<file path="src/hw/rtl/hsl2rgb_pkg.sv">
// hsl2rgb_pkg: shared constants, types and the divide-by-65535 helper
// for the hsl to rgb converter; no dependencies
`timescale 1ns / 1ps

package hsl2rgb_pkg;

  // fractions are unsigned, 65535 stands for one
  localparam logic [15:0] FRAC_ONE   = 16'hFFFF;
  localparam logic [15:0] FRAC_THIRD = 16'd21845;
  // 4 * FRAC_ONE, start of the falling hue ramp in units of 6v
  localparam logic [18:0] FALL_BASE  = 19'd262140;
  // 2v < one  <=>  v below this
  localparam logic [15:0] HALF_LIMIT = 16'd32768;
  // 3v < 2 * one  <=>  v below this
  localparam logic [15:0] FALL_LIMIT = 16'd43690;

  localparam int PIPE_STAGES = 6;
  localparam int STG_PROD    = 0;
  localparam int STG_LEVEL   = 1;
  localparam int STG_HMUL    = 2;
  localparam int STG_HMIX    = 3;
  localparam int STG_SMUL    = 4;
  localparam int STG_OUT     = 5;

  typedef enum logic [1:0] {
    SEG_RISE,
    SEG_HIGH,
    SEG_FALL,
    SEG_LOW
  } hue_seg_e;

  typedef struct packed {
    logic [PIPE_STAGES-1:0] load;
  } pipe_ctrl_t;

  // floor(x / 65535) by two folding steps and one final correction
  function automatic logic [17:0] div_frac_one(input logic [33:0] x);
    logic [17:0] q0;
    logic [18:0] r0;
    logic [2:0]  q1;
    logic [16:0] r1;
    logic        c;
    q0 = x[33:16];
    r0 = 19'(x[15:0]) + 19'(q0);
    q1 = r0[18:16];
    r1 = 17'(r0[15:0]) + 17'(q1);
    c  = (r1 >= 17'(FRAC_ONE));
    return q0 + 18'(q1) + 18'(c);
  endfunction

endpackage

</file>
<file path="src/hw/rtl/hsl2rgb_if.sv">
// hsl2rgb_hsl_if and hsl2rgb_rgb_if: valid/ready channels carrying one
// hsl item in and one rgb item out; no dependencies
`timescale 1ns / 1ps

interface hsl2rgb_hsl_if;
  logic        valid;
  logic        ready;
  logic [15:0] hue;
  logic [15:0] saturation;
  logic [15:0] lightness;

  modport source (output valid, output hue, output saturation, output lightness,
                  input ready);
  modport sink   (input valid, input hue, input saturation, input lightness,
                  output ready);
endinterface

interface hsl2rgb_rgb_if #(
  parameter int OUT_BITS = 8
);
  logic                valid;
  logic                ready;
  logic [OUT_BITS-1:0] red;
  logic [OUT_BITS-1:0] green;
  logic [OUT_BITS-1:0] blue;

  modport source (output valid, output red, output green, output blue, input ready);
  modport sink   (input valid, input red, input green, input blue, output ready);
endinterface

</file>
<file path="src/hw/rtl/hsl_to_rgb_converter.sv">
// hsl_to_rgb_converter: top level, hsl item in, rgb item out
// depends on hsl2rgb_pkg, hsl2rgb_if, hsl2rgb_ctrl, hsl2rgb_levels, hsl2rgb_chan
// Converts one 16-bit hue/saturation/lightness item per clock into red,
// green and blue of OUT_BITS bits each (standard hsl method, fractions in
// units of 1/65535, truncating). The pipeline is six register stages deep,
// and a new item is taken in every cycle in which input ready is high. The
// stages follow the three multiplications (level product, hue ramp product,
// output scale product), each followed by a stage that divides by 65535.
// Every stage holds its item while the output side stalls and bubbles close
// up, so input ready drops only when all six stages are full and the output
// is not being taken. Zero saturation needs no special path and yields grey.
`timescale 1ns / 1ps

module hsl_to_rgb_converter
  import hsl2rgb_pkg::*;
#(
  parameter int OUT_BITS = 8
) (
  input  logic          clk_i,
  input  logic          rst_ni,
  hsl2rgb_hsl_if.sink   hsl_i,
  hsl2rgb_rgb_if.source rgb_o
);

  pipe_ctrl_t pipe;

  hsl2rgb_ctrl u_ctrl (
    .clk_i       (clk_i),
    .rst_ni      (rst_ni),
    .in_valid_i  (hsl_i.valid),
    .in_ready_o  (hsl_i.ready),
    .out_valid_o (rgb_o.valid),
    .out_ready_i (rgb_o.ready),
    .pipe_o      (pipe)
  );

  logic [15:0] hue_r, hue_g, hue_b;
  logic [15:0] lo, hi, diff;

  hsl2rgb_levels u_levels (
    .clk_i   (clk_i),
    .pipe_i  (pipe),
    .hue_i   (hsl_i.hue),
    .sat_i   (hsl_i.saturation),
    .light_i (hsl_i.lightness),
    .hue_r_o (hue_r),
    .hue_g_o (hue_g),
    .hue_b_o (hue_b),
    .lo_o    (lo),
    .hi_o    (hi),
    .diff_o  (diff)
  );

  logic [OUT_BITS-1:0] red, green, blue;

  hsl2rgb_chan #(.OUT_BITS(OUT_BITS)) u_chan_r (
    .clk_i   (clk_i),
    .pipe_i  (pipe),
    .hue_i   (hue_r),
    .lo_i    (lo),
    .hi_i    (hi),
    .diff_i  (diff),
    .level_o (red)
  );

  hsl2rgb_chan #(.OUT_BITS(OUT_BITS)) u_chan_g (
    .clk_i   (clk_i),
    .pipe_i  (pipe),
    .hue_i   (hue_g),
    .lo_i    (lo),
    .hi_i    (hi),
    .diff_i  (diff),
    .level_o (green)
  );

  hsl2rgb_chan #(.OUT_BITS(OUT_BITS)) u_chan_b (
    .clk_i   (clk_i),
    .pipe_i  (pipe),
    .hue_i   (hue_b),
    .lo_i    (lo),
    .hi_i    (hi),
    .diff_i  (diff),
    .level_o (blue)
  );

  assign rgb_o.red   = red;
  assign rgb_o.green = green;
  assign rgb_o.blue  = blue;

endmodule

</file>
<file path="src/hw/rtl/hsl2rgb_ctrl.sv">
// hsl2rgb_ctrl: valid bits and per-stage load enables of the pipeline
// depends on hsl2rgb_pkg
`timescale 1ns / 1ps

module hsl2rgb_ctrl
  import hsl2rgb_pkg::*;
(
  input  logic       clk_i,
  input  logic       rst_ni,
  input  logic       in_valid_i,
  output logic       in_ready_o,
  output logic       out_valid_o,
  input  logic       out_ready_i,
  output pipe_ctrl_t pipe_o
);

  localparam int LAST = PIPE_STAGES - 1;

  logic [PIPE_STAGES-1:0] valid_q, valid_d;
  logic [PIPE_STAGES-1:0] rdy;
  logic [PIPE_STAGES-1:0] vin;

  always_comb begin
    rdy[LAST] = !valid_q[LAST] || out_ready_i;
    for (int k = LAST - 1; k >= 0; k--) begin
      rdy[k] = !valid_q[k] || rdy[k+1];
    end
    vin[0] = in_valid_i;
    for (int k = 1; k < PIPE_STAGES; k++) begin
      vin[k] = valid_q[k-1];
    end
    for (int k = 0; k < PIPE_STAGES; k++) begin
      pipe_o.load[k] = vin[k] && rdy[k];
      valid_d[k]     = rdy[k] ? vin[k] : valid_q[k];
    end
  end

  always_ff @(posedge clk_i or negedge rst_ni) begin
    if (!rst_ni) begin
      valid_q <= '0;
    end else begin
      valid_q <= valid_d;
    end
  end

  assign in_ready_o  = rdy[0];
  assign out_valid_o = valid_q[LAST];

  logic in_acc, out_acc;
  assign in_acc  = in_valid_i && in_ready_o;
  assign out_acc = out_valid_o && out_ready_i;

  a_empty_out_ready: assert property (@(posedge clk_i) disable iff (!rst_ni)
    !valid_q[LAST] |-> in_ready_o)
    else $error("input stalled with empty output stage");

  a_sink_ready_pass: assert property (@(posedge clk_i) disable iff (!rst_ni)
    out_ready_i |-> in_ready_o)
    else $error("input stalled while output side is ready");

  a_full_stall: assert property (@(posedge clk_i) disable iff (!rst_ni)
    (&valid_q && !out_ready_i) |-> !in_ready_o)
    else $error("item taken into a full stalled pipeline");

  a_item_count: assert property (@(posedge clk_i) disable iff (!rst_ni)
    1'b1 |=> $countones(valid_q) ==
             $countones($past(valid_q)) + int'($past(in_acc)) - int'($past(out_acc)))
    else $error("items lost or duplicated in pipeline");

endmodule

</file>
<file path="src/hw/rtl/hsl2rgb_levels.sv">
// hsl2rgb_levels: first two stages, forms the low and high levels from
// lightness and saturation and the three wrapped hues; depends on hsl2rgb_pkg
`timescale 1ns / 1ps

module hsl2rgb_levels
  import hsl2rgb_pkg::*;
(
  input  logic        clk_i,
  input  pipe_ctrl_t  pipe_i,
  input  logic [15:0] hue_i,
  input  logic [15:0] sat_i,
  input  logic [15:0] light_i,
  output logic [15:0] hue_r_o,
  output logic [15:0] hue_g_o,
  output logic [15:0] hue_b_o,
  output logic [15:0] lo_o,
  output logic [15:0] hi_o,
  output logic [15:0] diff_o
);

  // stage 1: level product and hue wrap
  logic        dark_d;
  logic [16:0] mul_b_d;
  logic [32:0] prod_d;
  logic [16:0] hr_sum;
  logic [15:0] hr_d, hb_d;

  always_comb begin
    dark_d  = !light_i[15];
    mul_b_d = dark_d ? (17'(sat_i) + 17'(FRAC_ONE)) : 17'(sat_i);
    prod_d  = 33'(light_i) * 33'(mul_b_d);
    hr_sum  = 17'(hue_i) + 17'(FRAC_THIRD);
    hr_d    = (hr_sum > 17'(FRAC_ONE)) ? 16'(hr_sum - 17'(FRAC_ONE)) : hr_sum[15:0];
    hb_d    = (hue_i >= FRAC_THIRD) ? (hue_i - FRAC_THIRD)
                                    : (hue_i + (FRAC_ONE - FRAC_THIRD));
  end

  logic [32:0] prod_q;
  logic [15:0] light_q, sat_q;
  logic        dark_q;
  logic [15:0] hr1_q, hg1_q, hb1_q;

  always_ff @(posedge clk_i) begin
    if (pipe_i.load[STG_PROD]) begin
      prod_q  <= prod_d;
      light_q <= light_i;
      sat_q   <= sat_i;
      dark_q  <= dark_d;
      hr1_q   <= hr_d;
      hg1_q   <= hue_i;
      hb1_q   <= hb_d;
    end
  end

  // stage 2: divide, clamp and difference
  logic [17:0] quo;
  logic [18:0] hi_raw;
  logic [15:0] hi_d, lo_d, diff_d;
  logic [16:0] two_l;

  always_comb begin
    quo    = div_frac_one(34'(prod_q));
    hi_raw = dark_q ? 19'(quo) : (19'(light_q) + 19'(sat_q) - 19'(quo));
    hi_d   = (hi_raw > 19'(FRAC_ONE)) ? FRAC_ONE : hi_raw[15:0];
    two_l  = {light_q, 1'b0};
    lo_d   = (two_l < 17'(hi_d)) ? 16'd0 : 16'(two_l - 17'(hi_d));
    diff_d = (hi_d >= lo_d) ? (hi_d - lo_d) : 16'd0;
  end

  logic [15:0] hi_q, lo_q, diff_q;
  logic [15:0] hr2_q, hg2_q, hb2_q;

  always_ff @(posedge clk_i) begin
    if (pipe_i.load[STG_LEVEL]) begin
      hi_q   <= hi_d;
      lo_q   <= lo_d;
      diff_q <= diff_d;
      hr2_q  <= hr1_q;
      hg2_q  <= hg1_q;
      hb2_q  <= hb1_q;
    end
  end

  assign hue_r_o = hr2_q;
  assign hue_g_o = hg2_q;
  assign hue_b_o = hb2_q;
  assign lo_o    = lo_q;
  assign hi_o    = hi_q;
  assign diff_o  = diff_q;

endmodule

</file>
<file path="src/hw/rtl/hsl2rgb_chan.sv">
// hsl2rgb_chan: stages three to six for one color channel, hue function
// and scaling to the output range; depends on hsl2rgb_pkg
`timescale 1ns / 1ps

module hsl2rgb_chan
  import hsl2rgb_pkg::*;
#(
  parameter int OUT_BITS = 8
) (
  input  logic                clk_i,
  input  pipe_ctrl_t          pipe_i,
  input  logic [15:0]         hue_i,
  input  logic [15:0]         lo_i,
  input  logic [15:0]         hi_i,
  input  logic [15:0]         diff_i,
  output logic [OUT_BITS-1:0] level_o
);

  localparam logic [15:0] OUT_MAX = 16'((1 << OUT_BITS) - 1);

  // stage 3: hue segment and ramp product
  logic [18:0] six_v;
  hue_seg_e    seg_d;
  logic [15:0] factor;
  logic [31:0] ramp_d;

  always_comb begin
    six_v = (19'(hue_i) << 2) + (19'(hue_i) << 1);
    priority if (six_v < 19'(FRAC_ONE)) begin
      seg_d = SEG_RISE;
    end else if (hue_i < HALF_LIMIT) begin
      seg_d = SEG_HIGH;
    end else if (hue_i < FALL_LIMIT) begin
      seg_d = SEG_FALL;
    end else begin
      seg_d = SEG_LOW;
    end
    unique case (seg_d)
      SEG_RISE: factor = six_v[15:0];
      SEG_FALL: factor = 16'(FALL_BASE - six_v);
      default:  factor = 16'd0;
    endcase
    ramp_d = 32'(diff_i) * 32'(factor);
  end

  logic [31:0] ramp_q;
  logic [15:0] lo3_q, hi3_q;
  hue_seg_e    seg_q;

  always_ff @(posedge clk_i) begin
    if (pipe_i.load[STG_HMUL]) begin
      ramp_q <= ramp_d;
      lo3_q  <= lo_i;
      hi3_q  <= hi_i;
      seg_q  <= seg_d;
    end
  end

  // stage 4: level on the hue curve
  logic [17:0] ramp_quo;
  logic [18:0] ramp_sum;
  logic [15:0] level_d;

  always_comb begin
    ramp_quo = div_frac_one(34'(ramp_q));
    ramp_sum = 19'(lo3_q) + 19'(ramp_quo);
    unique case (seg_q)
      SEG_RISE, SEG_FALL:
        level_d = (ramp_sum > 19'(FRAC_ONE)) ? FRAC_ONE : ramp_sum[15:0];
      SEG_HIGH: level_d = hi3_q;
      SEG_LOW:  level_d = lo3_q;
      default:  level_d = lo3_q;
    endcase
  end

  logic [15:0] level_q;

  always_ff @(posedge clk_i) begin
    if (pipe_i.load[STG_HMIX]) begin
      level_q <= level_d;
    end
  end

  // stage 5: scale product
  logic [31:0] scale_q;

  always_ff @(posedge clk_i) begin
    if (pipe_i.load[STG_SMUL]) begin
      scale_q <= 32'(level_q) * 32'(OUT_MAX);
    end
  end

  // stage 6: divide and clamp into the output register
  logic [17:0]         scale_quo;
  logic [OUT_BITS-1:0] out_d;
  logic [OUT_BITS-1:0] out_q;

  always_comb begin
    scale_quo = div_frac_one(34'(scale_q));
    out_d     = (scale_quo > 18'(OUT_MAX)) ? OUT_MAX[OUT_BITS-1:0]
                                           : scale_quo[OUT_BITS-1:0];
  end

  always_ff @(posedge clk_i) begin
    if (pipe_i.load[STG_OUT]) begin
      out_q <= out_d;
    end
  end

  assign level_o = out_q;

endmodule

</file>
<file path="src/flat_wrapper.sv">
// flat-port wrapper written by rule: the top's interface ports become plain ports
module hsl_to_rgb_converter_flat import hsl2rgb_pkg::*;
#(
  parameter int OUT_BITS = 8
)
  (clk_i, rst_ni, hsl_i_valid, hsl_i_hue, hsl_i_saturation, hsl_i_lightness, hsl_i_ready, rgb_o_valid, rgb_o_red, rgb_o_green, rgb_o_blue, rgb_o_ready);
  hsl2rgb_hsl_if hsl_i_i ();
  hsl2rgb_rgb_if #(.OUT_BITS(OUT_BITS)) rgb_o_i ();
  input  logic clk_i;
  input  logic rst_ni;
  input wire logic [$bits(hsl_i_i.valid)-1:0] hsl_i_valid;
  input wire logic [$bits(hsl_i_i.hue)-1:0] hsl_i_hue;
  input wire logic [$bits(hsl_i_i.saturation)-1:0] hsl_i_saturation;
  input wire logic [$bits(hsl_i_i.lightness)-1:0] hsl_i_lightness;
  output wire logic [$bits(hsl_i_i.ready)-1:0] hsl_i_ready;
  output wire logic [$bits(rgb_o_i.valid)-1:0] rgb_o_valid;
  output wire logic [$bits(rgb_o_i.red)-1:0] rgb_o_red;
  output wire logic [$bits(rgb_o_i.green)-1:0] rgb_o_green;
  output wire logic [$bits(rgb_o_i.blue)-1:0] rgb_o_blue;
  input wire logic [$bits(rgb_o_i.ready)-1:0] rgb_o_ready;
  assign hsl_i_i.valid = hsl_i_valid;
  assign hsl_i_i.hue = hsl_i_hue;
  assign hsl_i_i.saturation = hsl_i_saturation;
  assign hsl_i_i.lightness = hsl_i_lightness;
  assign hsl_i_ready = hsl_i_i.ready;
  assign rgb_o_valid = rgb_o_i.valid;
  assign rgb_o_red = rgb_o_i.red;
  assign rgb_o_green = rgb_o_i.green;
  assign rgb_o_blue = rgb_o_i.blue;
  assign rgb_o_i.ready = rgb_o_ready;
  hsl_to_rgb_converter #(.OUT_BITS(OUT_BITS)) u_core (.clk_i(clk_i), .rst_ni(rst_ni), .hsl_i(hsl_i_i), .rgb_o(rgb_o_i));
endmodule
</file>
<file path="config.mk">
export PLATFORM = sky130hd
export DESIGN_NAME = hsl_to_rgb_converter_flat
export DESIGN_NICKNAME = d
export VERILOG_FILES = /design/src/hw/rtl/hsl2rgb_pkg.sv /design/src/hw/rtl/hsl2rgb_if.sv /design/src/hw/rtl/hsl_to_rgb_converter.sv /design/src/hw/rtl/hsl2rgb_ctrl.sv /design/src/hw/rtl/hsl2rgb_levels.sv /design/src/hw/rtl/hsl2rgb_chan.sv /design/src/flat_wrapper.sv
export SDC_FILE = /design/constraint.sdc
export NUM_CORES = 2
export LEC_CHECK = 0
export BUFFER_PORTS_ARGS = -buffer_cell sky130_fd_sc_hd__clkbuf_2
export CAP_MARGIN = 20
export CELL_PAD_IN_SITES_DETAIL_PLACEMENT = 0
export CELL_PAD_IN_SITES_GLOBAL_PLACEMENT = 1
export CORE_MARGIN = 4
export CORE_UTILIZATION = 40
export CTS_CLUSTER_DIAMETER = 100
export CTS_CLUSTER_SIZE = 30
export DETAILED_ROUTE_END_ITERATION = 8
export PLACE_DENSITY_LB_ADDON = 0.1
export SETUP_SLACK_MARGIN = 0.3
export SLEW_MARGIN = 20
export SYNTH_ARGS = -nofsm -noshare
export SYNTH_HDL_FRONTEND = slang
export SYNTH_SLANG_ARGS = --single-unit
</file>
<file path="constraint.sdc">
create_clock -name clk_i -period 22.6 [get_ports clk_i]
set_input_delay 4.52 -clock clk_i [delete_from_list [all_inputs] [get_ports clk_i]]
set_output_delay 4.52 -clock clk_i [all_outputs]
set_load 0.05 [all_outputs]
</file>
# --- Yosys cells after proc, flatten, opt, wreduce, memory -nomap -nowiden ---
# Cells that the tools add are included.
op_classes:
  n_addsub: 46
  mul: 7
  n_lt_le_gt_ge: 27
  n_eq_ne: 12
  mux: 24
  n_reduce_logical: 28
op_table:
  columns: ["cell", "count"]
  rows:
  - ["$add 16x1->17", 9]
  - ["$pmux 16 s3", 3]
  - ["$ge 17x16->1 const B", 7]
  - ["$mux 16", 7]
  - ["$lt 16x16->1 const B", 6]
  - ["$mul 16x16->32", 3]
  - ["$pmux 16 s2", 3]
  - ["$gt 19x16->1 const B", 4]
  - ["$mul 16x8->24 const B", 3]
  - ["$add 16x16->17", 4]
  - ["$add 16x18->19", 3]
  - ["$add 18x17->19", 3]
  - ["$lt 19x16->1 const B", 3]
  - ["$add 17x1->18", 3]
  - ["$add 16x8->17", 3]
  - ["$sub 16x16->16 const A", 3]
  - ["$mul 16x17->33", 1]
  - ["$sub 16x16->16", 2]
  - ["$add 9x1->10", 3]
  - ["$gt 10x8->1 const B", 3]
  - ["$add 8x1->9", 3]
  - ["$mux 19", 1]
  - ["$sub 17x18->19", 1]
  - ["$add 16x17->18", 1]
  - ["22 further kinds", 62]
word_totals:
  ff_bits: 494
  input_bits: 52
  out_inout_bits: 26
  elab_cells: 180

# --- Logic depth before layout (Yosys ltp) ---
logic_depth:
  word_depth: 11
  depth_mapped: 66
  mapped_depth_nobuf: 64

# --- Hierarchy ---
# Synthesis repeated with hierarchy kept, for this count alone.
unflattened:
  cells_unflattened: 7944
  area_unflattened_um2: 78161.2
modules_own_cells:
  columns: ["mod", "n_inst", "cells_each", "area_each_um2", "seq_area_each_um2"]
  rows:
  - ["hsl2rgb_levels", 1, 2103, 21311.7, 6306.0]
  - ["hsl2rgb_chan at u_core.u_chan_g", 1, 2059, 19770.2, 3393.3]
  - ["hsl2rgb_chan at u_core.u_chan_r", 1, 1880, 18418.9, 3393.3]
  - ["hsl2rgb_chan at u_core.u_chan_b", 1, 1876, 18370.1, 3393.3]
  - ["hsl2rgb_ctrl", 1, 26, 290.3, 150.1]

# --- Worst setup path after synthesis ---
# Ideal clock, no wire load.
synth_path:
  kind: "register to register"
  start: "register u_core.u_levels.prod_q[16]"
  end: "register u_core.u_levels.diff_q[15] (netlist: u_core.u_levels.diff_o[15]), data pin"
  setup_time_ns: 0.258
  t_arrival_ns: 12.708
  setup_slack_ns: 9.634
  path_stages_with_launch: 65
  path_buffers: 4
  cell_sequence: "edfxtp_1 -> ha_1 -> fa_1 -> a21o_1 -> a21oi_1 -> o21bai_1 -> a21oi_1 -> o21bai_1 -> a41oi_1 -> a21oi_1 -> a211oi_1 -> nor2_1 -> mux2_2 -> or2_2 -> ha_1 -> fa_1 -> and2_0 -> nand2_1 -> [... 29 more ...] -> nand2_1 -> o21bai_1 -> a21o_1 -> clkbuf_1 -> buf_2 -> nand2_1 -> ha_1 -> inv_1 -> a21oi_1 -> o21ai_0 -> a21oi_1 -> o21ai_0 -> a21boi_0 -> o41ai_1 -> o2111ai_1 -> a21oi_1 -> xor2_1 -> nor2_1"
synth_between:
  elab_chain_len: 11
  elab_cells_between_ends: 14
  classes_between: "add/sub: 7; order compare: 4; mux: 3"
synth_rtl:
  columns: ["item", "line", "text"]
  rows:
  - ["start: declaration", "hsl2rgb_levels.sv:38", "logic [32:0] prod_q;"]
  - ["start signal: assignment", "hsl2rgb_levels.sv:45", "prod_q <= prod_d;"]
  - ["$add 16x17->18", "hsl2rgb_pkg.sv:44", "r0 = 19'(x[15:0]) + 19'(q0);"]
  - ["$add 16x2->17", "hsl2rgb_pkg.sv:46", "r1 = 17'(r0[15:0]) + 17'(q1);"]
  - ["$ge 17x16->1", "hsl2rgb_pkg.sv:47", "c = (r1 >= 17'(FRAC_ONE));"]
  - ["$add 18x1->18 (*)", "hsl2rgb_pkg.sv:48", "return q0 + 18'(q1) + 18'(c);"]
  - ["$sub 17x18->19", "hsl2rgb_levels.sv:63", "hi_raw = dark_q ? 19'(quo) : (19'(light_q) + 19'(sat_q) - 19'(quo));"]
  - ["$mux 19 (*)", "hsl2rgb_levels.sv:63", null]
  - ["$gt 19x16->1", "hsl2rgb_levels.sv:64", "hi_d = (hi_raw > 19'(FRAC_ONE)) ? FRAC_ONE : hi_raw[15:0];"]
  - ["$mux 16 (*)", "hsl2rgb_levels.sv:64", null]
  - ["$sub 16x16->16 / $lt 17x16->1 (equally long branches)", "hsl2rgb_levels.sv:66", "lo_d = (two_l < 17'(hi_d)) ? 16'd0 : 16'(two_l - 17'(hi_d));"]
  - ["$mux 16", "hsl2rgb_levels.sv:66", null]
  - ["$sub 16x16->16 / $ge 16x16->1 (equally long branches)", "hsl2rgb_levels.sv:67", "diff_d = (hi_d >= lo_d) ? (hi_d - lo_d) : 16'd0;"]
  - ["end signal: assignment", "hsl2rgb_levels.sv:77", "diff_q <= diff_d;"]
  - ["end: declaration", "hsl2rgb_levels.sv:70", "logic [15:0] hi_q, lo_q, diff_q;"]
# Every way passes the cells marked *; elsewhere a longest branch is shown, timed or not.
# A chain may end at the register's enable or synchronous reset.

# --- Worst setup path in the final report ---
layout_path:
  start: "register u_core.u_levels.prod_q[16]"
  end: "register u_core.u_levels.diff_q[15] (netlist: u_core.u_levels.diff_o[15]), data pin"
layout_between:
  elab_chain_len: 11
  elab_cells_between_ends: 14
  classes_between: "add/sub: 7; order compare: 4; mux: 3"
layout_rtl:
  columns: ["item", "line", "text"]
  rows:
  - ["$add 16x17->18", "hsl2rgb_pkg.sv:44", null]
  - ["$add 16x2->17", "hsl2rgb_pkg.sv:46", null]
  - ["$ge 17x16->1", "hsl2rgb_pkg.sv:47", null]
  - ["$add 18x1->18 (*)", "hsl2rgb_pkg.sv:48", null]
  - ["$sub 17x18->19", "hsl2rgb_levels.sv:63", null]
  - ["$mux 19 (*)", "hsl2rgb_levels.sv:63", null]
  - ["$gt 19x16->1", "hsl2rgb_levels.sv:64", null]
  - ["$mux 16 (*)", "hsl2rgb_levels.sv:64", null]
  - ["via u_core.u_levels.hi_d[11]", "hsl2rgb_levels.sv:58", "logic [15:0] hi_d, lo_d, diff_d;"]
  - ["$sub 16x16->16 / $lt 17x16->1 (equally long branches)", "hsl2rgb_levels.sv:66", null]
  - ["$mux 16", "hsl2rgb_levels.sv:66", null]
  - ["$sub 16x16->16 / $ge 16x16->1 (equally long branches)", "hsl2rgb_levels.sv:67", null]
# The timed path passes the listed nets; every way through them passes the cells marked *.

==> key figures <==
CTS
  – CTS Sinks: 491
  – Resized Gates After CTS: 0
  – Post-CTS setup buffers: 0
  – Worst skew pair latency: 0.67 ns
  – CTS H-tree depth: 2
  – CTS Buf Count: 34
  – Root cell of the clock tree: clkbuf_16
  – Hold Buf Count CTS: 0
  – Clk slew on worst S/H paths: 0.11 ns
  – Max clock buf depth: 3
  – CTS tree: built

Setup path
  – Critical path type: flop to flop
  – Critical path's slowest cell: o41ai_1
  – Required @ worst endpoint: 22.98 ns
  – Top Family by Delay on Critical Path: compound AO/OA/AOI/OAI gates
  – CP Capture Type: flop
  – Worst r2r src: u_core.u_levels.prod_q[16]
  – CP max FO: 24
  – Crit-path max cell delay: 0.63 ns
  – CP Launch Type: flop
  – Critical path data arrival time: 15.43 ns
  – Most used cell, CP: a21oi_1
  – CP startpoint: u_core.u_levels.prod_q[16]
  – Number of buffers and inverters on the critical path: 3

Cells and area
  – Ant diodes: 0
  – Fillcell total: 17,700
  – Area added between synthesis and finish: 6.17%
  – Final layout net count: 9,358
  – Fin area: 0.0773 mm2
  – Share of layout cells above drive strength 1: 0.0402

Detailed routing
  – DR pass1 iterations: 7
  – Via density: 5.15
  – DR vias: 50,500
  – Wire per inst: 19.3 um
  – # DRC: 0
  – Antenna-violating nets left: 0
  – Final wirelength: 189,000 um
  – Iter 0 DRT Violations: 2,741

Die
  – Die height: 435 um
  – Die W: 435 um
  – Core Region: 0.181 mm2
  – Die ar.: 0.189 mm2
  – Core Rows: 156
  – I/O pins: 78
  – Starting Density: 0.403

Global routing
  – First-pass GRT wire length: 307,000 um
  – Initial antenna violation count: 1
  – Total global-route track usage: 0.207
  – Largest net degree at the start of global routing: 73
  – Total gr overflow: 0
  – Vias in the first global route: 53,200

Synthesis
  – Seq cells post-synth: 491
  – Fraction of registers with async set/reset: 0.0122
  – Leading area contributor after synthesis: fa_1
  – Top cell type's share of synthesized area: 0.275
  – Post-Syn Instances: 7,449
  – Syn_area_per_cell: 9.77 um2
  – Ranking of synthesized cells by area: fa_1 28%, edfxtp_1 20%, ha_1 15%
  – Most frequent cells after synthesis: 1,241 x inv_1, 1,001 x fa_1, 886 x ha_1
  – Most frequent cell after synthesis: inv_1
  – Synth Flop Type: edfxtp_1
  – Post-Synthesis Cell Area: 0.0728 mm2
  – YS warnings: 0
  – Number of synthesized flops with an enable pin: 485
  – Number of distinct library cells after synthesis: 96
  – Register area share after synthesis: 0.202

Worst hold path
  – Min-delay src: u_core.u_levels.lo_o[0]
  – Hold Crit Class: flop to flop

STA
  – Final Cycle Share: 0.666
  – TNS Setup: 0 ns
  – Max Clk Rate: 66.4 MHz
  – Slack of the critical path: 7.55 ns
  – Slew at the pin closest to its max-slew limit: 1.24 ns
  – Endpoints failing hold: 0
  – Final hold slack: 0.393 ns
  – Min cycle time layout: 15.05 ns
  – RSZ-0062 raised after global routing: false
  – Final Max Slew Viols: 0
  – Slew Limit Headroom: 0.169
  – Count of final setup violators: 0
  – Clk_skew: 0.0499 ns

Placed design
  – DP Area: 0.0759 mm2
  – HPWL after detailed placement: 154,000 um
  – Final GP Congestion: 0.844
  – Placement Setup Slack: 7.50 ns
  – I/O Buffers: 77

Run
  – Max-Cap Viols: 0

Outcome
  – Status: finished clean
[worst register-to-register path: cells and delay by family (launching register included)]
kind            cells  cell delay (ns)
flops               1             0.40
buf+inv             3             0.42
xor+xnor            2             0.49
fa+ha+maj          10             3.82
compound gates     30             6.77
mux                 2             0.55
simple gates       15             2.35
[cell usage in the layout, fill, tap and decap left out, types with 110 or more instances in the layout]
cell	instances
fa_1	1001
xnor2_1	301
edfxtp_1	485
o21ai_0	168
xor2_1	123
inv_1	1241
nand2_1	841
nor2b_1	117
ha_1	886
a21oi_1	315
nor2_1	280
and2_1	326
a21o_1	110
[cell families after synthesis]
group | synth area share
AO/OA/AOI/OAI | 0.0945
XOR/XNOR | 0.0515
adder cells (fa/ha/maj) | 0.428
buffers and inverters | 0.0759
flip-flops | 0.202
multiplexers | 0.00875
other | 0.0000515
AND/OR/NAND/NOR | 0.139
[flip-flops by register name, summed over array words and instances, names as in the netlist, 24 cells and up]
| name | flops |
|---|---|
| u_core.u_chan_b.ramp_q | 31 |
| u_core.u_chan_b.scale_q | 24 |
| u_core.u_chan_g.ramp_q | 31 |
| u_core.u_chan_g.scale_q | 24 |
| u_core.u_chan_r.ramp_q | 31 |
| u_core.u_chan_r.scale_q | 24 |
| u_core.u_levels.prod_q | 33 |
[cell type report]
class / count / area, um2 / share of cell area
Tap cell: 2370 / 2970 / 0.0384
Multi-Input combinational cell: 5500 / 52600 / 0.681
Clock buffer: 35 / 855 / 0.0111
Inverter: 1241 / 4660 / 0.0603
Clock inverter: 26 / 472 / 0.00611
Timing Repair Buffer: 151 / 948 / 0.0123
Sequential cell: 491 / 14700 / 0.190
[path summary, 6_finish.rpt]
path | slack [ns] | end | depth (start not counted)
hold / removal | 0.39 | u_core.u_chan_r.lo3_q[0] | 0
min in group asynchronous | 3.69 | u_core.u_ctrl.valid_q[0] | 1
hold reg to reg | 0.39 | u_core.u_chan_r.lo3_q[0] | 0
setup / recovery | 7.55 | u_core.u_levels.diff_o[15] | 62
max in group asynchronous | 18.75 | u_core.u_ctrl.valid_q[5] | 1
setup reg to reg | 7.55 | u_core.u_levels.diff_o[15] | 62
[metal layers]
metal | wire length, um | GRT usage | part of all wire
met2 | 86800 | 0.340 | 0.46
met5 | 13 | 0 | 0.000069
met4 | 2910 | 0.0337 | 0.015
met1 | 93700 | 0.304 | 0.50
met3 | 5720 | 0.0170 | 0.030
[metrics by stage]
stage          std cells   util
2_1_floorplan       7450      -
3_5_place_dp        9753  0.420
4_1_cts             9814  0.427
5_1_grt             9814  0.427
6_report            9814  0.427
3_3_place_gp        9752  0.420
Power is not shown: default switching activity piles up to over one toggle a cycle in this logic, so the estimate is an artifact.
